## src/sv/ebtk_pkg.sv

```systemverilog
// Package with sizes, codes and interface types of the embedding bank search.
`default_nettype none

package ebtk_pkg;

    localparam int MAX_DIM    = 512;
    localparam int ENTRIES    = 64;
    localparam int RESULT_CAP = 64;

    localparam int IDX_W  = (MAX_DIM > 1) ? $clog2(MAX_DIM) : 1;
    localparam int CNT_W  = $clog2(MAX_DIM + 1);
    localparam int ROW_W  = (ENTRIES > 1) ? $clog2(ENTRIES) : 1;
    localparam int RCNT_W = $clog2(ENTRIES + 1);
    localparam int TAKE_W = (RCNT_W > 7) ? RCNT_W : 7;
    localparam int ACC_W  = 32 + CNT_W;
    localparam int SQ_W   = ((ACC_W + 17) / 2) * 2;
    localparam int ROOT_W = SQ_W / 2;
    localparam int SQC_W  = $clog2(ROOT_W + 1);
    localparam int NUM_W  = 41;
    localparam int DEN_W  = ROOT_W + 1;
    localparam int CMP_W  = ((NUM_W > DEN_W + 15) ? NUM_W : DEN_W + 15) + 1;
    localparam int RS_DEPTH = ENTRIES * (1 << IDX_W);

    typedef enum logic [1:0] {
        OP_ADD   = 2'd0,
        OP_QUERY = 2'd1,
        OP_CLEAR = 2'd2,
        OP_NONE  = 2'd3
    } op_t;

    typedef enum logic [2:0] {
        ST_MATCH        = 3'd0,
        ST_ADDED        = 3'd1,
        ST_CLEARED      = 3'd2,
        ST_DIM_MISMATCH = 3'd3,
        ST_BANK_FULL    = 3'd4,
        ST_BANK_EMPTY   = 3'd5,
        ST_TOO_LONG     = 3'd6
    } status_t;

    typedef enum logic [3:0] {
        S_IDLE,
        S_CHECK,
        S_SUMSQ,
        S_SQRT,
        S_NRM_RD,
        S_NRM_DAT,
        S_NRM_DIV,
        S_NRM_WR,
        S_DOT_RUN,
        S_DOT_SAVE,
        S_RANK_SCAN,
        S_EMIT
    } ctl_state_t;

    typedef enum logic [1:0] {
        EK_STATUS,
        EK_ADDED,
        EK_MATCH
    } emit_kind_t;

    typedef struct packed {
        logic clr;
        logic vld;
    } mac_ctl_t;

    typedef struct packed {
        logic busy;
        logic sat;
    } div_stat_t;

endpackage

`default_nettype wire

```

## src/sv/ebtk_div.sv

```systemverilog
// Restoring divider giving a 15-bit quotient with a saturation flag.
`default_nettype none

module ebtk_div
    import ebtk_pkg::*;
(
    input  logic             clk,
    input  logic             rst_n,
    input  logic             start,
    input  logic [NUM_W-1:0] num,
    input  logic [DEN_W-1:0] den,
    output logic [14:0]      q,
    output div_stat_t        stat
);

    logic [CMP_W-1:0] rem_reg;
    logic [CMP_W-1:0] dsh_reg;
    logic [14:0]      q_reg;
    logic [3:0]       cnt_reg;
    logic             busy_reg;
    logic             sat_reg;
    logic [CMP_W-1:0] big;
    logic             ge;

    assign big = CMP_W'(den) << 15;
    assign ge  = (rem_reg >= dsh_reg);

    always_ff @(posedge clk or negedge rst_n)
    begin
        if (!rst_n)
        begin
            rem_reg  <= '0;
            dsh_reg  <= '0;
            q_reg    <= '0;
            cnt_reg  <= '0;
            busy_reg <= 1'b0;
            sat_reg  <= 1'b0;
        end
        else if (start)
        begin
            // A quotient of 2^15 or more only ever saturates.
            rem_reg  <= CMP_W'(num);
            dsh_reg  <= CMP_W'(den) << 14;
            q_reg    <= '0;
            cnt_reg  <= 4'd15;
            sat_reg  <= (CMP_W'(num) >= big);
            busy_reg <= (CMP_W'(num) < big);
        end
        else if (busy_reg)
        begin
            if (ge)
            begin
                rem_reg <= rem_reg - dsh_reg;
            end
            q_reg    <= {q_reg[13:0], ge};
            dsh_reg  <= dsh_reg >> 1;
            cnt_reg  <= cnt_reg - 4'd1;
            busy_reg <= (cnt_reg != 4'd1);
        end
    end

    assign q         = q_reg;
    assign stat.busy = busy_reg;
    assign stat.sat  = sat_reg;

endmodule

`default_nettype wire

```

## config.mk

```make
export PLATFORM = sky130hd
export DESIGN_NAME = ebtk_div
export DESIGN_NICKNAME = d
export VERILOG_FILES = /design/src/sv/ebtk_pkg.sv /design/src/sv/ebtk_div.sv
export SDC_FILE = /design/constraint.sdc
export NUM_CORES = 1
export LEC_CHECK = 0
export BUFFER_PORTS_ARGS = -buffer_cell sky130_fd_sc_hd__buf_2
export CORE_MARGIN = 2
export CORE_UTILIZATION = 45
export DETAILED_ROUTE_END_ITERATION = 7
export PLACE_DENSITY = 0.69
export SYNTH_ARGS = -nofsm -noshare
export SYNTH_HDL_FRONTEND = slang
export SYNTH_SLANG_ARGS = --single-unit
```

## constraint.sdc

```tcl
create_clock -name clk -period 3.3 [get_ports clk]
set_input_delay 0.495 -clock clk [delete_from_list [all_inputs] [get_ports clk]]
set_output_delay 0.495 -clock clk [all_outputs]
set_load 0.05 [all_outputs]
```

==> results.tsv <==
stage	metric	value	unit
outcome	status	completed	
grt	Total GRT Usage	21.9	%
grt	largest net degree at the start of global routing	75	
clock_tree	Worst-path clk slew	80	ps
finish	Final Cell Area	9610	um2
timing	Setup Skew	10.3	ps
placed_design	pre-CTS WS	-56.8	ps
power_and_ir_drop	Worst VDD drop	0.539	mV
logic_synthesis	synthesized area	8380	um2
floorplanning	Core ar.	18100	um2
floorplanning	Boundary Pins	91	
clock_tree	CTS max path bufs	2	
critical_path	Crit path required time	3560	ps
clock_tree	CTS root buf	clkbuf_16	
logic_synthesis	post-synth net total	1138	
grt	number of global-route vias before repair	7110	
logic_synthesis	Distinct cells, synth	62	
logic_synthesis	top cell type's share of synthesized area	33.1	%
logic_synthesis	Area contributors post-synth	dfrtp_1, ha_1, mux2i_1	
finish	Core Util, Final	53.0	%
timing	Slew headroom	37.2	%
logic_synthesis	Yosys reg bits	111	
drt	DRT iter0 DRCs	404	
timing	PnR worst setup slack	107	ps
timing	Slew Viols, Final	0	
critical_path	CP arrival	3450	ps
critical_path	worst reg-to-reg setup slack	110	ps
floorplanning	total die area	19700	um2
timing	total negative slack	0	ps
logic_synthesis	Commonest cells post-synth	nand2_1, dfrtp_1, o21ai_0	
logic_synthesis	cell taking the most area after synthesis	dfrtp_1	
grt	first-pass GRT wire length	35.3	mm
critical_path	crit end category	register	
logic_synthesis	Synthesis Warnings	0	
floorplanning	Die Ht	141	um
logic_synthesis	Seq/Total Area, Yosys	33.1	%
logic_synthesis	top_reg_cell synth	dfrtp_1	
clock_tree	CTS tree	done	
placed_design	dpl hpwl	16.2	mm
drt	drt total wl	21.4	mm
placed_design	placed insts	1287	
clock_tree	# hold bufs at CTS	0	
floorplanning	row count	49	
finish	Nets	1224	
timing	fmax	313	MHz
clock_tree	CTS Buf Count	9	
finish	diode count	0	
placed_design	routability cong.	0.879	
critical_path	Crit. Startpoint	rem_reg[0]$_DFFE_PN0P_	
floorplanning	Die X	141	um
power_and_ir_drop	Tot Pwr	7.62	mW
placed_design	input/output buffers	90	
finish	Synth-to-Final Area Change	14.6	%
critical_path	crit-path max FO	7	
timing	crit share post-route	96.8	%
finish	Post-Layout Cell Count	1311	
power_and_ir_drop	PD cells	793	nW/um2
logic_synthesis	most common cell in the netlist	nand2_1	
timing	Least-Margin Pin Slew	941	ps
finish	max reg flops	46	
finish	layout cells sized above 1	15.4	%
clock_tree	clk_lat worst skew	370	ps
placed_design	Post-Place Cell Area	9170	um2
logic_synthesis	Cells after Synth	991	
critical_path	Reg2Reg Launch Point	rem_reg[0]$_DFFE_PN0P_	
drt	Initial DRT Pass Iterations	5	
critical_path	Crit Path Class	register to register	
timing	Final Hold Violating Endpoints	0	
power_and_ir_drop	Leak	4.78	nW
critical_path	CP Launch Type	register	
clock_tree	number of clock sinks	111	
drt	post-route ant nets	0	
floorplanning	initial core utilization	46.2	%
drt	Via Count	7279	
drt	# DRC	0	
timing	fin crit period	3190	ps
job	number of max-cap violations	0	
timing	# setup viols final	0	
logic_synthesis	number of synthesized flops with an enable pin	0	
grt	initial antenna violation count	0	
clock_tree	H-tree Lvls	3	
drt	Routed WL per cell	16.3	um
drt	vias per cell	5.55	
hold_path	worst min path class	input port to async pin	
grt	total gr overflow	0	
logic_synthesis	mean post-synth cell area	8.46	um2
timing	worst hold slack	88.3	ps
logic_synthesis	async set-reset flop share out of synthesis	100	%
[cells by family after synthesis]
kind of cell / after synthesis / synth area share (%)
AOI/OAI and AO/OA: 271 / 20.1
xor gates and xnor gates: 42 / 4.39
adders and majority gates: 73 / 11.0
buffers and inverters: 134 / 6.16
DFF: 111 / 33.1
muxes: 85 / 10.2
and+or+nand+nor: 275 / 15.0
[cells in the final DEF, fill, tap and decap left out, types with 4 or more instances in the layout]
cell and instances:
nand3_1 4, nand4_1 19, mux2i_1 84, o21ai_0 89
o21a_1 14, inv_1 80, o21bai_1 4, nor2b_1 8
nor4_1 8, o31ai_1 6, a221o_1 5, a21oi_1 69
dfrtp_1 110, and3_1 11, buf_2 88, ha_1 71
a31oi_1 5, xor2_1 18, o211ai_1 5, nand2_1 117
nor3_1 10, buf_4 37, xnor2_1 24, a21o_1 33
clkbuf_16 9, and4_1 6, nor2_1 69, or3_1 5
[path summary, 6_finish.rpt]
check,to,cells past startpoint
min in group clk,dsh_reg[39]$_DFFE_PN0P_,3
hold reg to reg,rem_reg[42]$_DFFE_PN0P_,1
setup / recovery,rem_reg[31]$_DFFE_PN0P_,14
hold / removal,rem_reg[22]$_DFFE_PN0P_,1
max in group asynchronous,busy_reg$_DFF_PN0_,2
setup reg to reg,rem_reg[31]$_DFFE_PN0P_,14
[cell type report]
type                            count  area [um2]
Clock buffer                        9         225
Clock inverter                      7        71.3
Fill cell                        1764        8540
Inverter                           81         304
Multi-Input combinational cell    746        5170
Sequential cell                   111        2780
Tap cell                          229         287
Timing Repair Buffer              128         769
[critical path, cell delays in order (launching register included)]
cell and delay [ps]:
dfrtp_1 370, inv_1 70, ha_2 180, inv_1 50, fa_2 330, a21o_1 180, a221o_1 400, a31oi_2 280
a21oi_2 110, o211ai_1 300, a31oi_4 140, inv_2 140, buf_12 130, nor2_2 80, a221o_1 320
[power breakdown]
group	leakage, nW	internal, mW	switching (mW)	total, mW
clock network	0.139	0.536	0.577	1.11
logic	3.26	2.01	2.63	4.64
registers	1.38	1.65	0.212	1.87
total	4.78	4.20	3.42	7.62
[per-layer routing]
| metal | global-route usage [%] | share of wire, % | vias to the layer above |
|---|---|---|---|
| met2 | 37.3 | 48 | 155 |
| met4 | 4.63 | 0.98 | 0 |
| met3 | 3.28 | 3.9 | 21 |
| met1 | 29.7 | 47 | 3430 |
| met5 | 0 | 0 | - |
| li1 | - | - | 3673 |
[timing repair]
action,4_1_cts,5_1_grt
resized for setup,1,19
pin swaps,0,12
buffers inserted,0,8
endpoints found under the setup margin,4,42
Note: power is estimated with default switching activity, not from simulation.
