===== config.mk =====
export PLATFORM = sky130hd
export DESIGN_NAME = ebtk_mac
export DESIGN_NICKNAME = d
export VERILOG_FILES = /design/src/sv/ebtk_pkg.sv /design/src/sv/ebtk_mac.sv
export SDC_FILE = /design/constraint.sdc
export NUM_CORES = 1
export LEC_CHECK = 0
export BUFFER_PORTS_ARGS = -buffer_cell sky130_fd_sc_hd__buf_2
export CAP_MARGIN = 0
export CORE_MARGIN = 5
export CORE_UTILIZATION = 65
export CTS_BUF_LIST = sky130_fd_sc_hd__clkbuf_16
export CTS_CLUSTER_DIAMETER = 60
export DETAILED_ROUTE_END_ITERATION = 10
export HOLD_SLACK_MARGIN = 0.08
export PLACE_DENSITY = 0.93
export SYNTH_ARGS = -nofsm -noshare
export SYNTH_HDL_FRONTEND = slang
export SYNTH_SLANG_ARGS = --single-unit
export TNS_END_PERCENT = 100

===== constraint.sdc =====
create_clock -name clk -period 7.25 [get_ports clk]
set_input_delay 0.3625 -clock clk [delete_from_list [all_inputs] [get_ports clk]]
set_output_delay 0.3625 -clock clk [all_outputs]
set_load 0.02 [all_outputs]

===== src/sv/ebtk_pkg.sv =====
// Package with sizes, codes and interface types of the embedding bank search.
`default_nettype none

package ebtk_pkg;

    localparam int MAX_DIM    = 512;
    localparam int ENTRIES    = 64;
    localparam int RESULT_CAP = 64;

    localparam int IDX_W  = (MAX_DIM > 1) ? $clog2(MAX_DIM) : 1;
    localparam int CNT_W  = $clog2(MAX_DIM + 1);
    localparam int ROW_W  = (ENTRIES > 1) ? $clog2(ENTRIES) : 1;
    localparam int RCNT_W = $clog2(ENTRIES + 1);
    localparam int TAKE_W = (RCNT_W > 7) ? RCNT_W : 7;
    localparam int ACC_W  = 32 + CNT_W;
    localparam int SQ_W   = ((ACC_W + 17) / 2) * 2;
    localparam int ROOT_W = SQ_W / 2;
    localparam int SQC_W  = $clog2(ROOT_W + 1);
    localparam int NUM_W  = 41;
    localparam int DEN_W  = ROOT_W + 1;
    localparam int CMP_W  = ((NUM_W > DEN_W + 15) ? NUM_W : DEN_W + 15) + 1;
    localparam int RS_DEPTH = ENTRIES * (1 << IDX_W);

    typedef enum logic [1:0] {
        OP_ADD   = 2'd0,
        OP_QUERY = 2'd1,
        OP_CLEAR = 2'd2,
        OP_NONE  = 2'd3
    } op_t;

    typedef enum logic [2:0] {
        ST_MATCH        = 3'd0,
        ST_ADDED        = 3'd1,
        ST_CLEARED      = 3'd2,
        ST_DIM_MISMATCH = 3'd3,
        ST_BANK_FULL    = 3'd4,
        ST_BANK_EMPTY   = 3'd5,
        ST_TOO_LONG     = 3'd6
    } status_t;

    typedef enum logic [3:0] {
        S_IDLE,
        S_CHECK,
        S_SUMSQ,
        S_SQRT,
        S_NRM_RD,
        S_NRM_DAT,
        S_NRM_DIV,
        S_NRM_WR,
        S_DOT_RUN,
        S_DOT_SAVE,
        S_RANK_SCAN,
        S_EMIT
    } ctl_state_t;

    typedef enum logic [1:0] {
        EK_STATUS,
        EK_ADDED,
        EK_MATCH
    } emit_kind_t;

    typedef struct packed {
        logic clr;
        logic vld;
    } mac_ctl_t;

    typedef struct packed {
        logic busy;
        logic sat;
    } div_stat_t;

endpackage

`default_nettype wire


===== src/sv/ebtk_mac.sv =====
// Shared multiply-accumulate unit for sums of squares and dot products.
`default_nettype none

module ebtk_mac
    import ebtk_pkg::*;
(
    input  logic                    clk,
    input  logic                    rst_n,
    input  mac_ctl_t                ctl,
    input  logic signed [15:0]      a,
    input  logic signed [15:0]      b,
    output logic signed [ACC_W-1:0] acc,
    output logic                    busy
);

    logic signed [31:0]      prod_reg;
    logic                    pv_reg;
    logic signed [ACC_W-1:0] acc_reg;
    logic signed [ACC_W-1:0] acc_next;

    always_comb
    begin
        acc_next = acc_reg;
        if (ctl.clr)
        begin
            acc_next = '0;
        end
        else if (pv_reg)
        begin
            acc_next = acc_reg + ACC_W'(prod_reg);
        end
    end

    always_ff @(posedge clk)
    begin
        prod_reg <= a * b;
    end

    always_ff @(posedge clk or negedge rst_n)
    begin
        if (!rst_n)
        begin
            pv_reg  <= 1'b0;
            acc_reg <= '0;
        end
        else
        begin
            pv_reg  <= ctl.vld;
            acc_reg <= acc_next;
        end
    end

    assign acc  = acc_reg;
    assign busy = pv_reg;

endmodule

`default_nettype wire


==> impl_metrics.csv <==
group,metric,value,unit
yosys,synth_area_per_cell,9.138,um2
global_routing,grt_pass1_vias,12840,
layout,fillerInstances,1514,
clock_network,cts_buffers,9,
clock_network,cts_tree,"done",
yosys,synth_cell_types,84,
routing,wl_per_cell,18.51,um
layout,multiInputGateArea,0.01153,mm2
yosys,synth-edff-count,0,
timing,final-setup-viol-count,0,
floorplan,die_h,160.0,um
timing,fin_skew,0.01033,ns
floorplan,die_w,160.0,um
routing,first_pass_iters,7,
yosys,syn_nets,2022,
global_routing,grt_pass1_wl,59.53,mm
yosys,async_flop_share,0.5733,
floorplan,start_util,0.6659,
layout,drive_gt1_frac,0.07800,
placement,dp_hpwl,28.53,mm
routing,via_per_inst,6.080,
yosys,synthTopCellsByArea,"fa_1, ha_1, inv_1",
layout,largest_reg_flops,42,
worst_setup_path,worstPathArrival,6.23,ns
yosys,seq_area_frac_synth,0.1174,
routing,ant_nets,0,
floorplan,fp.coreArea,0.02196,mm2
yosys,synth_top_area_share,0.3601,
routing,drc,0,
clock_network,cts.clk_slew.worst_paths,0.06,ns
timing,rsz0062_at_grt,"no",
clock_network,cts_resized,0,
flow_run,max_cap_viol_count,0,
timing,drv_slew,0,
timing,finalSetupTns,0,ns
clock_network,cts_sinks,75,
worst_setup_path,crit_family,"adder cells",
yosys,yosys_warnings,0,
timing,max-slew-margin-rel,0.2034,
yosys,synth_top_area_cell,"fa_1",
layout,nets,2058,
worst_setup_path,crit_path_max_incr_delay,0.76,ns
placement,placed_area,0.01514,mm2
floorplan,io_pins,79,
worst_setup_path,crit_chain,"buf_2 > nand2_1 > inv_1 > fa_1 > fa_1 > fa_1 > fa_1 > fa_1 > inv_1 > fa_1 > inv_1 > ha_1 > a21o_1 > a21o_1 > a21o_1 > a311o_1 > a21o_1 > a211oi_2 > o21a_2 > o211ai_1",
routing,drt_iter0_drc,909,
floorplan,dieArea,0.02559,mm2
yosys,syn_area,0.01462,mm2
clock_network,htreeDepth,3,
floorplan,row_count,54,
global_routing,grt-ovfl-total,0,
worst_setup_path,crit_top_cell,"fa_1",
routing,wl,35.58,mm
timing,fmax,0.1656,GHz
timing,finalCritPeriodShare,0.8328,
global_routing,antenna_found_initial,1,
layout,syn_to_final_growth,5.477,%
global_routing,grt_use_total,0.2809,
clock_network,postCtsHoldBufs,0,
timing,post-route-min-period,6.038,ns
clock_network,cts-root-buf,"clkbuf_16",
placement,port-buffer-count,78,
worst_setup_path,crit_path_start_kind,"primary input",
worst_setup_path,endpoint_kind,"flip-flop",
yosys,ys.flop_type,"dfrtp_1",
clock_network,cts.path.max_buffers,2,
worst_setup_path,worstPathRequired,7.44,ns
worst_setup_path,cp_max_fo,16,
worst_setup_path,worst-path-buf-inv,4,
layout,fin_area,0.01542,mm2
placement,gp_congestion,0.9280,
global_routing,grt_max_degree,57,
routing,vias,11686,
yosys,ys_seq_elements,75,
yosys,synth_cells,1600,
layout,seqCellArea,0.001718,mm2
layout,final_util,0.7023,
worst_setup_path,worst-setup-path-type,"primary input to flip-flop",
worst_setup_path,cp_slowest_cell,"fa_1",
clock_network,clk_latency,0.35,ns
timing,worst_pin_slew,1.190,ns
worst_hold_path,hold_path_class,"primary input to async pin",
clock_network,postCtsSetupRepairBufs,0,
outcome,status,"finished, final reports clean",
timing,hold_violations,0,
-- cells by family after synthesis --
logic type / synth area share
and+or+nand+nor: 0.1580
xor gates and xnor gates: 0.03474
buffers and inverters: 0.09413
AOI/OAI and AO/OA: 0.1184
adders and majority gates: 0.4653
muxes: 0.01198
DFF: 0.1174
-- layer usage --
layer	track usage	part of all wire	routed length (um)	vias to the layer above
li1	-	-	-	5150
met3	0.04510	0.076	2692	203
met4	0.1654	0.063	2244	0
met2	0.4911	0.51	18250	626
met5	0	0	0	-
met1	0.3268	0.35	12390	5707
-- final cells by class --
type | count | share of cell area
repair buffers | 81 | 0.02677
multi-input cells | 1168 | 0.7475
well taps | 280 | 0.02272
clock buffers | 10 | 0.01623
flip-flops and latches | 75 | 0.1114
inverters | 301 | 0.07326
clock inverters | 6 | 0.001947
diodes | 1 | 0.0001623
-- worst paths after layout --
check / cells after the start / slack (ns) / from / to
max: 20 / 1.21 / b[1] / prod_reg[30]
min: 2 / 0.1 / rst_n / acc[34]
max reg2reg: 10 / 4.02 / acc[0] / acc[38]
min reg2reg: 2 / 0.54 / acc[39] / acc[39]
max in group asynchronous: 2 / 6.72 / rst_n / busy
min in group clk: 1 / 0.13 / ctl[0] / busy
-- Yosys cell counts, types with 3 or more instances --
cell type    n
nor2_1      74
nor2b_1      4
a21boi_0     3
nand2b_1     6
o21ai_0     32
nand3b_1     9
nand4_1     10
dfrtp_1     43
nand3_1     12
a31oi_1      7
o21a_1       8
ha_1       123
o41ai_1      3
clkbuf_1    46
or2_2        3
xor2_1      12
o211ai_2     3
mux2i_1     16
fa_1       263
nor4_1       4
a211oi_1    11
o211ai_1     9
xnor2_1     46
and3_1       9
a221o_1      4
a21o_1      43
nand2_1    156
o21bai_1     8
a211oi_2     3
buf_2        3
dfxtp_1     32
o31ai_1      3
or4_1        3
inv_1      301
nor3_1      17
a311oi_1     4
a211o_1      3
and2_1     130
o21ai_1      7
or3_1        8
a21oi_1     65
-- cells in the final DEF (no fill, tap or decap), types with 4 or more instances in the layout --
master	n
ha_1	123
dfxtp_1	32
a211oi_1	11
and2_1	130
clkbuf_16	10
nor2_1	74
a311oi_1	4
a21oi_1	65
o21bai_1	8
a31oi_1	7
inv_1	303
nor2b_1	4
mux2i_1	16
nor3_1	17
nand2_1	156
dfrtp_1	42
buf_2	78
a21o_1	43
nand2b_1	6
o21ai_1	7
xor2_1	12
nor4_1	4
nand4_1	10
o21ai_0	32
fa_1	263
nand3_1	12
o21a_1	8
o211ai_1	9
xnor2_1	46
a221o_1	4
and3_1	9
nand3b_1	9
or3_1	8
-- through the flow --
step | hold WS [ns] | std cells | setup slack [ns]
6_report | 0.09750 | 1922 | 1.212
3_3_place_gp | 0.4725 | 1905 | 1.049
3_5_place_dp | 0.4730 | 1905 | 0.8455
4_1_cts | 0.1246 | 1921 | 1.196
5_1_grt | 0.1328 | 1922 | 0.8613
2_1_floorplan | 0.06691 | 1600 | 1.254
Power is not shown: default switching activity piles up to over one toggle a cycle in this logic, so the estimate is an artifact.
