==> config.mk <==
export PLATFORM = sky130hd
export DESIGN_NAME = ebtk_sqrt
export DESIGN_NICKNAME = d
export VERILOG_FILES = /design/src/sv/ebtk_pkg.sv /design/src/sv/ebtk_sqrt.sv
export SDC_FILE = /design/constraint.sdc
export NUM_CORES = 1
export LEC_CHECK = 0
export ABC_AREA = 1
export BUFFER_PORTS_ARGS = -buffer_cell sky130_fd_sc_hd__buf_2
export CORE_MARGIN = 5
export CORE_UTILIZATION = 50
export DETAILED_ROUTE_END_ITERATION = 8
export PLACE_DENSITY = 0.67
export SYNTH_ARGS = -nofsm -noshare
export SYNTH_HDL_FRONTEND = slang
export SYNTH_SLANG_ARGS = --single-unit
==> constraint.sdc <==
create_clock -name clk -period 6.3 [get_ports clk]
set_input_delay 0.315 -clock clk [delete_from_list [all_inputs] [get_ports clk]]
set_output_delay 0.315 -clock clk [all_outputs]
set_load 0.01 [all_outputs]
==> src/sv/ebtk_pkg.sv <==
// Package with sizes, codes and interface types of the embedding bank search.
`default_nettype none

package ebtk_pkg;

    localparam int MAX_DIM    = 512;
    localparam int ENTRIES    = 64;
    localparam int RESULT_CAP = 64;

    localparam int IDX_W  = (MAX_DIM > 1) ? $clog2(MAX_DIM) : 1;
    localparam int CNT_W  = $clog2(MAX_DIM + 1);
    localparam int ROW_W  = (ENTRIES > 1) ? $clog2(ENTRIES) : 1;
    localparam int RCNT_W = $clog2(ENTRIES + 1);
    localparam int TAKE_W = (RCNT_W > 7) ? RCNT_W : 7;
    localparam int ACC_W  = 32 + CNT_W;
    localparam int SQ_W   = ((ACC_W + 17) / 2) * 2;
    localparam int ROOT_W = SQ_W / 2;
    localparam int SQC_W  = $clog2(ROOT_W + 1);
    localparam int NUM_W  = 41;
    localparam int DEN_W  = ROOT_W + 1;
    localparam int CMP_W  = ((NUM_W > DEN_W + 15) ? NUM_W : DEN_W + 15) + 1;
    localparam int RS_DEPTH = ENTRIES * (1 << IDX_W);

    typedef enum logic [1:0] {
        OP_ADD   = 2'd0,
        OP_QUERY = 2'd1,
        OP_CLEAR = 2'd2,
        OP_NONE  = 2'd3
    } op_t;

    typedef enum logic [2:0] {
        ST_MATCH        = 3'd0,
        ST_ADDED        = 3'd1,
        ST_CLEARED      = 3'd2,
        ST_DIM_MISMATCH = 3'd3,
        ST_BANK_FULL    = 3'd4,
        ST_BANK_EMPTY   = 3'd5,
        ST_TOO_LONG     = 3'd6
    } status_t;

    typedef enum logic [3:0] {
        S_IDLE,
        S_CHECK,
        S_SUMSQ,
        S_SQRT,
        S_NRM_RD,
        S_NRM_DAT,
        S_NRM_DIV,
        S_NRM_WR,
        S_DOT_RUN,
        S_DOT_SAVE,
        S_RANK_SCAN,
        S_EMIT
    } ctl_state_t;

    typedef enum logic [1:0] {
        EK_STATUS,
        EK_ADDED,
        EK_MATCH
    } emit_kind_t;

    typedef struct packed {
        logic clr;
        logic vld;
    } mac_ctl_t;

    typedef struct packed {
        logic busy;
        logic sat;
    } div_stat_t;

endpackage

`default_nettype wire

==> src/sv/ebtk_sqrt.sv <==
// Bit-serial integer square root, two radicand bits per cycle.
`default_nettype none

module ebtk_sqrt
    import ebtk_pkg::*;
(
    input  logic              clk,
    input  logic              rst_n,
    input  logic              start,
    input  logic [SQ_W-1:0]   val,
    output logic [ROOT_W-1:0] root,
    output logic              busy
);

    logic [SQ_W-1:0]  v_reg;
    logic [SQ_W-1:0]  res_reg;
    logic [SQ_W-1:0]  bit_reg;
    logic [SQC_W-1:0] cnt_reg;
    logic             busy_reg;
    logic [SQ_W-1:0]  trial;

    assign trial = res_reg + bit_reg;

    always_ff @(posedge clk or negedge rst_n)
    begin
        if (!rst_n)
        begin
            v_reg    <= '0;
            res_reg  <= '0;
            bit_reg  <= '0;
            cnt_reg  <= '0;
            busy_reg <= 1'b0;
        end
        else if (start)
        begin
            v_reg    <= val;
            res_reg  <= '0;
            bit_reg  <= SQ_W'(1) << (SQ_W - 2);
            cnt_reg  <= SQC_W'(ROOT_W);
            busy_reg <= 1'b1;
        end
        else if (busy_reg)
        begin
            if (v_reg >= trial)
            begin
                v_reg   <= v_reg - trial;
                res_reg <= (res_reg >> 1) + bit_reg;
            end
            else
            begin
                res_reg <= res_reg >> 1;
            end
            bit_reg  <= bit_reg >> 2;
            cnt_reg  <= cnt_reg - SQC_W'(1);
            busy_reg <= (cnt_reg != SQC_W'(1));
        end
    end

    assign root = res_reg[ROOT_W-1:0];
    assign busy = busy_reg;

endmodule

`default_nettype wire

==> run_results.csv, run 1 <==
group,metric,value,unit
floorplan,fp.dieW,205.3,um
critical_path,r2r-end,"res_reg[20]",
status,status,"finished, final reports clean",
sta,drv_slew,0,
clock_network,clockBufferDepth,2,
synthesis,synth.area.top_cells,"nand2_1 25%, dfrtp_1 20%, inv_1 12%, ha_1 7.9%, nand3_1 7.2%",
sta,max_slew_margin,38.16,%
critical_path,worstPathMaxFanout,85,
finish,area_growth,7.245,%
synthesis,synth-main-ff-cell,"dfrtp_1",
sta,worstMarginPinSlew,0.9277,ns
worst_hold_path,worstHoldStart,"val[8]",
floorplan,rows,71,
grt,grt_pass1_vias,21000,
synthesis,synthCells,3412,
clock_network,cts_setup_buffers,0,
synthesis,synth-edff-count,0,
clock_network,cts-resized-gates,0,
clock_network,cts_root_buf,"clkbuf_16",
synthesis,synth_top_area_share,25.42,%
pwr,max-vdd-ir-drop,0.0004174,V
detailed_routing,firstDrtPassIters,8,
sta,rsz0062_at_grt,"no",
clock_network,insertion_delay,0.48,ns
critical_path,reg2reg_slack,0.50,ns
detailed_routing,post_drt_wl_per_cell,18.81,um
sta,fmax,0.1725,GHz
synthesis,yosysSeqAreaShare,19.82,%
floorplan,die_area,42140,um^2
finish,n_fill_cell,4113,
detailed_routing,via_per_inst,5.478,
synthesis,ys_seq_elements,151,
floorplan,die_height,205.3,um
floorplan,initial_core_util,50.62,%
critical_path,crit_path_end_kind,"flip-flop",
clock_network,cts_tree,"built",
detailed_routing,drc,0,
grt,grt_first_pass_wirelength,115.5,mm
finish,nets,3633,
sta,fin_skew,0.01373,ns
detailed_routing,ant_nets,0,
pwr,power,9.629,mW
sta,finalHoldViolCount,0,
synthesis,ys.warnings.count,0,
finish,diodes,0,
finish,drive_gt1_share,5.081,%
placed_design,dp_hpwl,59.92,mm
grt,grtUsageTotal,35.48,%
detailed_routing,wl,74.77,mm
worst_hold_path,min_path_type,"primary input to flip-flop",
pwr,leakage,11.19,nW
sta,min_period,5.796,ns
sta,finalSetupViolCount,0,
grt,grt_max_degree,87,
critical_path,start_kind,"flip-flop",
detailed_routing,drt-initial-drc-count,2190,
sta,hold_slack,0.07646,ns
critical_path,crit_type,"flip-flop to flip-flop",
placed_design,placed_area,19850,um^2
synthesis,syn_area,19070,um^2
run,cap_violations,0,
floorplan,core_area,37670,um^2
detailed_routing,dr_total_vias,21780,
critical_path,r2r_start,"res_reg[4]",
synthesis,ys_types,45,
placed_design,place.gp.congestion,1.066,
clock_network,cts_made_buffers,17,
synthesis,avgSynthCellArea,5.588,um^2
critical_path,rr_worst_depth,23,
sta,finalCritPeriodShare,91.99,%
synthesis,async_flop_share,100.0,%
grt,antenna_found_initial,0,
clock_network,clk_pin_slew_worst_paths,0.08,ns
grt,grt-ovfl-total,0,
sta,tns,0,ns
synthesis,yosysTopAreaCell,"nand2_1",
worst_hold_path,min_path_cells,3,
synthesis,synth.net_count,3594,
pwr,powerDensity,470.9,nW/um^2
critical_path,cp.arrival,6.19,ns
finish,final_area,20450,um^2
finish,final_util,54.29,%
floorplan,io_pins,91,
worst_hold_path,whs_endpoint,"v_reg[8]",
clock_network,h-tree-depth,4,
clock_network,clock-sinks,151,
placed_design,port_buffers,90,
critical_path,critPathRequiredTime,6.69,ns
==> routing by layer <==
layer	up-vias	global-route usage [%]	part of all wire (%)
li1	10680	-	-
met1	9985	45.53	41
met2	899	58.51	46
met3	211	4.381	6.4
met4	0	18.68	6.0
met5	-	0	0
==> timing repair <==
action / 4_1_cts / 5_1_grt
endpoints found under the setup margin: 0 / 0
hold buffers: 1 / 0
hold endpoints to repair: 80 / 0
==> cell usage in the layout, fill, tap and decap left out, types with 10 or more instances in the layout <==
cell type	instances
a21oi_1	109
buf_2	89
buf_4	26
clkbuf_16	17
dfrtp_1	151
ha_1	120
inv_1	586
nand2_1	1291
nand3_1	275
nand3b_1	19
nand4_1	47
nor2_1	294
nor3_1	37
o21ai_0	148
o21ai_1	23
o21bai_1	10
o22ai_1	28
xnor2_1	52
xor2_1	53
==> power by group <==
group / internal, mW / total (mW) / switching, mW
sequential: 1.29 / 1.71 / 0.424
combinational: 2.22 / 6.82 / 4.60
clock: 0.562 / 1.10 / 0.536
total: 4.07 / 9.63 / 5.56
==> cell families after synthesis <==
group	count (synthesis)	share of synthesized area, %
compound gates	343	9.646
xor+xnor	105	4.823
fa+ha+maj	121	7.980
flops	151	19.82
simple gates	2004	43.15
buf+inv	688	14.59
==> cell type report <==
| cell class | instances | area [um^2] | area share [%] |
|---|---|---|---|
| inverter | 589 | 2212 | 10.82 |
| multi-input combinational | 2573 | 12530 | 61.27 |
| clock inverter | 15 | 161.4 | 0.7893 |
| clock buffer | 17 | 425.4 | 2.080 |
| timing repair buffer | 119 | 701.9 | 3.433 |
| tap | 511 | 639.4 | 3.127 |
| sequential | 151 | 3779 | 18.48 |
==> worst max-delay path by stage <==
stage | from | slack [ns] | endpoint | cells past startpoint
after floorplan | res_reg[8] | 2.50 | v_reg[49] | 23
after global placement | res_reg[4] | 0.70 | res_reg[22] | 23
after detailed placement | res_reg[4] | 0.70 | res_reg[20] | 23
after CTS | res_reg[4] | 0.67 | res_reg[20] | 23
after global routing | res_reg[4] | 0.11 | res_reg[22] | 23
final | res_reg[4] | 0.50 | res_reg[20] | 23
==> Yosys cell counts (2+ instances only) <==
cell type	count
a21o_1	9
inv_1	587
buf_2	7
nand2_1	1291
nor2_1	296
nor4_1	6
o21a_1	2
nor2_2	3
a31oi_1	3
clkbuf_2	2
nand4_1	47
o21bai_1	10
o21ai_0	148
o22ai_1	28
nand2_2	3
a21oi_1	109
ha_1	120
clkbuf_1	36
nand3_2	3
o211ai_1	5
dfrtp_1	151
a21boi_0	2
or2_2	9
o21ai_1	23
xor2_1	53
buf_1	12
and2_1	6
buf_6	8
nand3b_1	19
nor3_1	37
nand3_1	275
xnor2_1	52
and3_1	5
buf_4	34
==> critical path, stage by stage (launching register included) <==
cell,delay (ns)
dfrtp_1,0.44
ha_1,0.40
nand2_1,0.11
o21ai_0,0.28
nand2_1,0.12
nand2_1,0.19
a21boi_0,0.25
o21ai_0,0.56
nand2_1,0.16
o21ai_0,0.32
xnor2_1,0.21
ha_1,0.38
nand2_1,0.09
nor2_1,0.23
nand2_1,0.14
inv_1,0.09
nand2_1,0.07
nor3_1,0.18
nand2_2,0.30
nand3_4,0.21
buf_12,0.31
buf_4,0.25
o21ai_0,0.09
o21ai_0,0.21
==> per-stage QoR <==
stage	instances	setup WS, ns
2_1_floorplan	3412	2.497
3_3_place_gp	3942	0.6961
3_5_place_dp	3942	0.7008
4_1_cts	3975	0.6723
5_1_grt	3975	0.1131
6_report	3975	0.5043
Power figures use the tool's default switching activity.
==> run 2: changes to the inputs <==
--- a/config.mk
+++ b/config.mk
@@ -5,12 +5,12 @@
 export SDC_FILE = /design/constraint.sdc
 export NUM_CORES = 1
 export LEC_CHECK = 0
-export ABC_AREA = 1
+export ABC_AREA = 0
 export BUFFER_PORTS_ARGS = -buffer_cell sky130_fd_sc_hd__buf_2
 export CORE_MARGIN = 5
 export CORE_UTILIZATION = 50
 export DETAILED_ROUTE_END_ITERATION = 8
-export PLACE_DENSITY = 0.67
+export PLACE_DENSITY = 0.68
 export SYNTH_ARGS = -nofsm -noshare
 export SYNTH_HDL_FRONTEND = slang
 export SYNTH_SLANG_ARGS = --single-unit
==> run 2 against run 1 <==
  * Clock skew grew 0.0015 ns
  * Fmax shrank 6.6%
  * Sequential share of layout area grew 4.8 points
  * Sequential cell count is the same
  * Critical path depth grew 1
  * Count of clock-buffer cells in the layout is the same
  * Routed wire length shrank 41%
  * Worst setup slack lost 0.41 ns
  * Die area shrank 22%
  * Non-clock buffer count grew 46
  * Synthesized cell count shrank 45%
  * Critical path type unchanged
  * Critical endpoint is now res_reg[55]
  * Largest power group unchanged
==> run_results.csv, run 2 <==
group,metric,value,unit
synthesis,async_flop_share,100.0,%
placed_design,dp_hpwl,32.54,mm
clock_network,clock-sinks,151,
status,status,"finished, final reports clean",
clock_network,cts_tree,"built",
finish,layout_common_cells,"204 x nor2_1, 181 x nand2_1, 150 x dfrtp_1, 148 x a21oi_1, 140 x o21ai_0",
grt,grt-ovfl-total,0,
detailed_routing,firstDrtPassIters,5,
worst_hold_path,min_path_cells,3,
critical_path,worstPathMaxFanout,12,
critical_path,crit_path_end_kind,"flip-flop",
pwr,powerDensity,469.3,nW/um^2
sta,rsz0062_at_grt,"yes",
detailed_routing,drt-initial-drc-count,1524,
synthesis,muxShareOfSynthArea,3.103,%
placed_design,port_buffers,90,
sta,finalSetupViolCount,0,
worst_hold_path,min_path_type,"primary input to flip-flop",
synthesis,ys_seq_elements,151,
synthesis,ys_types,74,
detailed_routing,wl_met2,18.73,mm
critical_path,crit_slowest_cell,"or4_4",
critical_path,worstPathCellList,"ha_1 > ha_1 > a211oi_2 > nor4b_2 > o311a_1 > a41oi_1 > buf_4 > o21ai_0 > a21o_1 > a31oi_1 > nor2_1 > o21ai_1 > xor2_1 > ha_1 > nand4_1 > or4_4 > or4_1 > o21ai_2 > nor3b_1 > buf_4 > a21o_4 > buf_4 > or4_1 > a311oi_2",
worst_hold_path,worstHoldStart,"val[15]",
synthesis,synth.net_count,2052,
clock_network,cts_root_buf,"clkbuf_16",
finish,nets,2101,
sta,finalHoldViolCount,0,
critical_path,r2r_start,"res_reg[0]",
synthesis,synth_xor_area_share,8.137,%
sta,min_period,6.204,ns
floorplan,initial_core_util,50.87,%
synthesis,synth_top_area_share,25.81,%
pwr,power,7.613,mW
grt,grt_first_pass_wirelength,69.80,mm
sta,worstMarginPinSlew,0.9456,ns
pwr,leakage,7.274,nW
critical_path,crit_type,"flip-flop to flip-flop",
sta,drv_slew,0,
synthesis,synthCells,1870,
detailed_routing,post_drt_wl_per_cell,18.92,um
clock_network,insertion_delay,0.45,ns
sta,finalCritPeriodShare,98.47,%
critical_path,critPathRequiredTime,6.64,ns
detailed_routing,dr_wl_met3,3.116,mm
clock_network,clk_pin_slew_worst_paths,0.07,ns
synthesis,ys_top_cells_by_count,"204 x nor2_1, 181 x nand2_1, 151 x dfrtp_1",
placed_design,place.gp.congestion,0.9482,
synthesis,synth-main-ff-cell,"dfrtp_1",
finish,final_common_cell,"nor2_1",
synthesis,synthAdderAreaFrac,10.39,%
synthesis,synth.area.top_cells,"dfrtp_1 26%, ha_1 10%, nor2_1 5.2%, a21oi_1 5.1%, o21ai_0 4.9%",
detailed_routing,wl_met1,21.29,mm
floorplan,fp.dieW,181.1,um
grt,grtUsageTotal,25.78,%
clock_network,cts_made_buffers,17,
critical_path,crit_family,"compound AO/OA/AOI/OAI gates",
floorplan,die_area,32800,um^2
clock_network,h-tree-depth,4,
finish,final_area,16220,um^2
critical_path,rr_worst_depth,24,
worst_hold_path,whs_endpoint,"v_reg[15]",
critical_path,start_kind,"flip-flop",
synthesis,ys.warnings.count,0,
grt,grt_max_degree,132,
synthesis,synth-edff-count,0,
detailed_routing,ant_nets,0,
synthesis,yosysSeqAreaShare,25.81,%
detailed_routing,top_layer,"met4",
detailed_routing,drc,0,
placed_design,placed_area,15540,um^2
pwr,max-vdd-ir-drop,0.0002245,V
critical_path,cp.arrival,6.55,ns
finish,drive_gt1_share,12.37,%
floorplan,io_pins,91,
synthesis,synth_most_common_cell,"nor2_1",
critical_path,slowest_delay,0.58,ns
detailed_routing,wl,43.85,mm
detailed_routing,dr_total_vias,14210,
finish,area_growth,10.82,%
sta,fmax,0.1612,GHz
grt,grt_pass1_vias,12870,
synthesis,synth_top_family_by_area,"compound AO/OA/AOI/OAI gates",
clock_network,clockBufferDepth,2,
synthesis,yosysTopAreaCell,"dfrtp_1",
floorplan,die_height,181.1,um
detailed_routing,via_per_inst,6.133,
critical_path,r2r-end,"res_reg[55]",
run,cap_violations,0,
synthesis,syn_area,14640,um^2
critical_path,reg2reg_slack,0.1,ns
sta,fin_skew,0.01528,ns
synthesis,synth_compound_area_share,27.48,%
synthesis,avgSynthCellArea,7.828,um^2
critical_path,critPathBufInv,3,
grt,antenna_found_initial,1,
sta,max_slew_margin,36.89,%
floorplan,core_area,28780,um^2
synthesis,synth-simple-area-share,19.31,%
floorplan,rows,62,
-- run 2: cell count changes in the layout (fill, tap and decap cells not counted), sizes merged, moves of 42 or more --
| cell | change |
|---|---|
| nor2 | -96 |
| inv | -535 |
| a21o | +42 |
| mux2i | +42 |
| a31oi | +55 |
| nand2 | -1113 |
| buf | +46 |
| nand3 | -250 |
| a211oi | +43 |
-- run 2: metrics by stage --
step / util, % / setup slack [ns] / hold slack (ns) / setup TNS (ns) / std cells
floorplan: - / 0.5547 / 0.01941 / 0 / 1870
global placement: 54.00 / -0.01913 / 0.4608 / -0.01913 / 2279
detailed placement: 54.00 / -0.1434 / 0.4636 / -0.1801 / 2279
CTS: 56.00 / 0.01503 / 0.06123 / 0 / 2313
global route: 56.36 / -0.2397 / 0.08460 / -1.688 / 2316
finish: 56.37 / 0.09646 / 0.07396 / 0 / 2317
-- run 2: repair_timing --
action / in CTS / in global routing
cloned: 1 / 1
setup buffers: 0 / 2
hold buffers: 1 / 0
hold endpoints to repair: 8 / 0
resized for setup: 0 / 14
endpoints found under the setup margin: 3 / 112
pin swaps: 1 / 2
-- run 2: logic make-up after synthesis --
family,Yosys count
buffers and inverters,187
muxes,45
AOI/OAI and AO/OA,623
DFF,151
adders and majority gates,121
xor gates and xnor gates,136
and+or+nand+nor,607
-- run 2: layer usage --
layer  track usage (%)  vias to the layer above
met5                 0                        -
met4             5.554                        0
met3             4.444                       48
met2             37.57                      510
met1             39.88                     6693
li1                  -                     6959
-- run 2: how the worst max path moves through the flow --
stage	from	to	slack (ns)	depth (start not counted)
2_1_floorplan	res_reg[0]	v_reg[19]	0.55	24
3_3_place_gp	bit_reg[2]	res_reg[53]	-0.02	23
3_5_place_dp	res_reg[0]	res_reg[53]	-0.14	24
4_1_cts	res_reg[0]	res_reg[55]	0.02	23
5_1_grt	res_reg[0]	res_reg[55]	-0.24	24
6_report	res_reg[0]	res_reg[55]	0.1	24
-- run 2: worst reg2reg max path: cells and delay by family (launching register included) --
family	cells	cell delay, ns
buf+inv	3	0.56
flops	1	0.41
fa+ha+maj	3	0.80
compound gates	10	2.32
xor+xnor	1	0.12
simple gates	7	1.92
-- run 2: cell type report --
class / count / area (um^2)
clock buffer: 17 / 425.4
antenna: 1 / 2.502
clock inverter: 15 / 131.4
inverter: 50 / 187.7
fill: 2723 / 12560
sequential: 151 / 3782
multi-input combinational: 1534 / 10120
tap: 384 / 480.5
timing repair buffer: 165 / 1091
-- run 2: where the power goes --
part | internal (mW) | switching (mW) | total, mW
clock network | 0.521 | 0.492 | 1.01
registers | 1.23 | 0.257 | 1.48
logic | 2.11 | 3.01 | 5.12
==> run 3: changes to the inputs <==
--- a/config.mk
+++ b/config.mk
@@ -9,6 +9,7 @@
 export BUFFER_PORTS_ARGS = -buffer_cell sky130_fd_sc_hd__buf_2
 export CORE_MARGIN = 5
 export CORE_UTILIZATION = 50
+export CTS_BUF_LIST = sky130_fd_sc_hd__clkbuf_4 sky130_fd_sc_hd__clkbuf_8
 export DETAILED_ROUTE_END_ITERATION = 8
 export PLACE_DENSITY = 0.68
 export SYNTH_ARGS = -nofsm -noshare
==> run 3 against run 2 <==
  * Fmax increased by 0.54%
  * Via count fell by 0.65%
  * Worst hold slack worse by 0.043 ns
  * Non-clock buffer count unchanged
  * Final cell count unchanged
  * Critical path depth is the same
  * Utilization is 0.67 points lower
  * Worst setup slack improved by 0.033 ns
  * Global-route usage decreased by 0.096 points
  * Clock skew up 0.0076 ns
==> run_results.csv, run 3 (synthesized netlist as in run 2, its figures left out) <==
group,metric,value,unit
floorplan,rows,62,
floorplan,initial_core_util,50.87,%
placed_design,dp_hpwl,32.54,mm
finish,n_fill_cell,2748,
grt,grt-ovfl-total,0,
pwr,max-vdd-ir-drop,0.0001759,V
finish,nets,2101,
critical_path,start_kind,"flip-flop",
clock_network,clk_pin_slew_worst_paths,0.11,ns
critical_path,r2r_start,"res_reg[0]",
placed_design,port_buffers,90,
pwr,leakage,7.186,nW
floorplan,fp.dieW,181.1,um
detailed_routing,drt-initial-drc-count,1373,
grt,antenna_found_initial,1,
detailed_routing,dr_wl_met3,3.295,mm
clock_network,clockBufferDepth,2,
grt,grt_pass1_vias,12830,
worst_hold_path,min_path_cells,3,
pwr,powerDensity,457.3,nW/um^2
sta,fin_skew,0.02288,ns
finish,layout_common_cells,"204 x nor2_1, 181 x nand2_1, 150 x dfrtp_1, 148 x a21oi_1, 140 x o21ai_0",
critical_path,critPathRequiredTime,6.68,ns
finish,final_util,55.70,%
placed_design,place_ws,-0.1434,ns
worst_hold_path,worstHoldStart,"val[43]",
detailed_routing,top_layer,"met4",
grt,grtUsageTotal,25.68,%
critical_path,startpoint,"res_reg[0]",
floorplan,io_pins,91,
pwr,pwr-share-comb,69.6,%
sta,finalHoldViolCount,0,
finish,drive_gt1_share,12.37,%
detailed_routing,wl_met1,21.07,mm
critical_path,crit_type,"flip-flop to flip-flop",
clock_network,cts_made_buffers,17,
pwr,internal-power,3.623,mW
pwr,switching_power,3.709,mW
clock_network,clock-sinks,151,
worst_hold_path,min_path_type,"primary input to flip-flop",
critical_path,cp.arrival,6.55,ns
critical_path,r2r-end,"res_reg[55]",
worst_hold_path,whs_endpoint,"v_reg[43]",
floorplan,core_area,28780,um^2
sta,fmax,0.1621,GHz
pwr,power_frac_clock,10.2,%
critical_path,path_depth,24,
sta,drv_slew,0,
finish,final_common_cell,"nor2_1",
sta,tns,0,ns
detailed_routing,dr_total_vias,14120,
sta,finalCritPeriodShare,97.94,%
detailed_routing,wl,43.57,mm
critical_path,crit_slowest_cell,"or4_4",
floorplan,die_area,32800,um^2
detailed_routing,firstDrtPassIters,5,
sta,finalSetupViolCount,0,
sta,max_slew_margin,38.14,%
critical_path,slowest_delay,0.58,ns
finish,ff_latch_area,3782,um^2
sta,layout_setup_ws,0.1299,ns
critical_path,worstPathCellList,"ha_1 > ha_1 > a211oi_2 > nor4b_2 > o311a_1 > a41oi_1 > buf_4 > o21ai_0 > a21o_1 > a31oi_1 > nor2_1 > o21ai_1 > xor2_1 > ha_1 > nand4_1 > or4_4 > or4_1 > o21ai_2 > nor3b_1 > buf_4 > a21o_4 > buf_4 > or4_1 > a311oi_2",
critical_path,crit_path_end_kind,"flip-flop",
detailed_routing,via_per_inst,6.093,
grt,grt_max_degree,132,
clock_network,cts_root_buf,"clkbuf_8",
finish,area_growth,9.513,%
critical_path,worstPathMaxFanout,12,
critical_path,critPathBufInv,3,
status,status,"finished, final reports clean",
sta,hold_slack,0.03048,ns
floorplan,die_height,181.1,um
finish,final_area,16030,um^2
clock_network,h-tree-depth,4,
placed_design,place.gp.congestion,0.9482,
pwr,switching_share,50.59,%
pwr,pwr-share-seq,20.2,%
detailed_routing,drc,0,
critical_path,rr_worst_depth,24,
finish,multiInputGateArea,10120,um^2
clock_network,cts_tree,"built",
critical_path,crit_family,"compound AO/OA/AOI/OAI gates",
run,cap_violations,0,
detailed_routing,ant_nets,0,
sta,worstMarginPinSlew,0.9279,ns
sta,min_period,6.170,ns
detailed_routing,wl_met2,18.49,mm
placed_design,placed_area,15540,um^2
clock_network,insertion_delay,0.49,ns
sta,rsz0062_at_grt,"yes",
grt,grt_first_pass_wirelength,69.52,mm
critical_path,reg2reg_slack,0.13,ns
detailed_routing,post_drt_wl_per_cell,18.81,um
run 3: cell count changes in the layout (fill, tap and decap cells not counted):
| cell | previous run | this run |
|---|---|---|
| clkbuf_8 | 0 | 17 |
| clkbuf_16 | 17 | 0 |
run 3: how the worst max path moves through the flow:
stage	endpoint	slack (ns)
5_1_grt	res_reg[55]	-0.21
6_report	res_reg[55]	0.13
4_1_cts	res_reg[55]	0.01
2_1_floorplan	v_reg[19]	0.55
3_5_place_dp	res_reg[53]	-0.14
3_3_place_gp	res_reg[53]	-0.02
run 3: repair_timing:
item	4_1_cts	5_1_grt
endpoints found under the hold margin	91	0
cloned	1	1
buffers inserted	0	2
gates resized for setup	0	14
pin swaps	1	3
hold buffers	1	0
setup endpoints to repair	3	113
run 3: per-stage QoR:
step	power [mW]	std cells
finish	7.332	2317
global route	7.923	2316
CTS	7.173	2313
detailed placement	6.366	2279
global placement	6.331	2279
floorplan	5.033	1870
run 3: final cells by class:
| type | instances | share of cell area [%] |
|---|---|---|
| Multi-Input combinational cell | 1534 | 63.14 |
| Sequential cell | 151 | 23.59 |
| Timing Repair Buffer | 165 | 6.806 |
| Tap cell | 384 | 2.997 |
| Clock buffer | 17 | 1.459 |
| Inverter | 50 | 1.171 |
| Clock inverter | 15 | 0.8195 |
| Antenna cell | 1 | 0.01561 |
run 3: worst reg2reg max path: cells and delay by family (launching register included):
family	cells	cell delay, ns
AO/OA/AOI/OAI	10	2.29
AND/OR/NAND/NOR	7	1.91
adder cells (fa/ha/maj)	3	0.80
buffers and inverters	3	0.56
flip-flops	1	0.41
XOR/XNOR	1	0.12
run 3: routing by layer:
| layer | GRT usage (%) | vias up |
|---|---|---|
| met4 | 5.404 | 0 |
| li1 | - | 6956 |
| met3 | 4.565 | 44 |
| met2 | 37.38 | 505 |
| met5 | 0 | - |
| met1 | 39.75 | 6613 |
run 3: power by group through the flow:
stage / combinational [mW] / clock (mW) / sequential (mW)
after floorplan: 3.65 / 0 / 1.38
after global placement: 4.85 / 0 / 1.48
after detailed placement: 4.88 / 0 / 1.48
after CTS: 4.94 / 0.766 / 1.47
after global routing: 5.61 / 0.807 / 1.51
final: 5.10 / 0.749 / 1.48
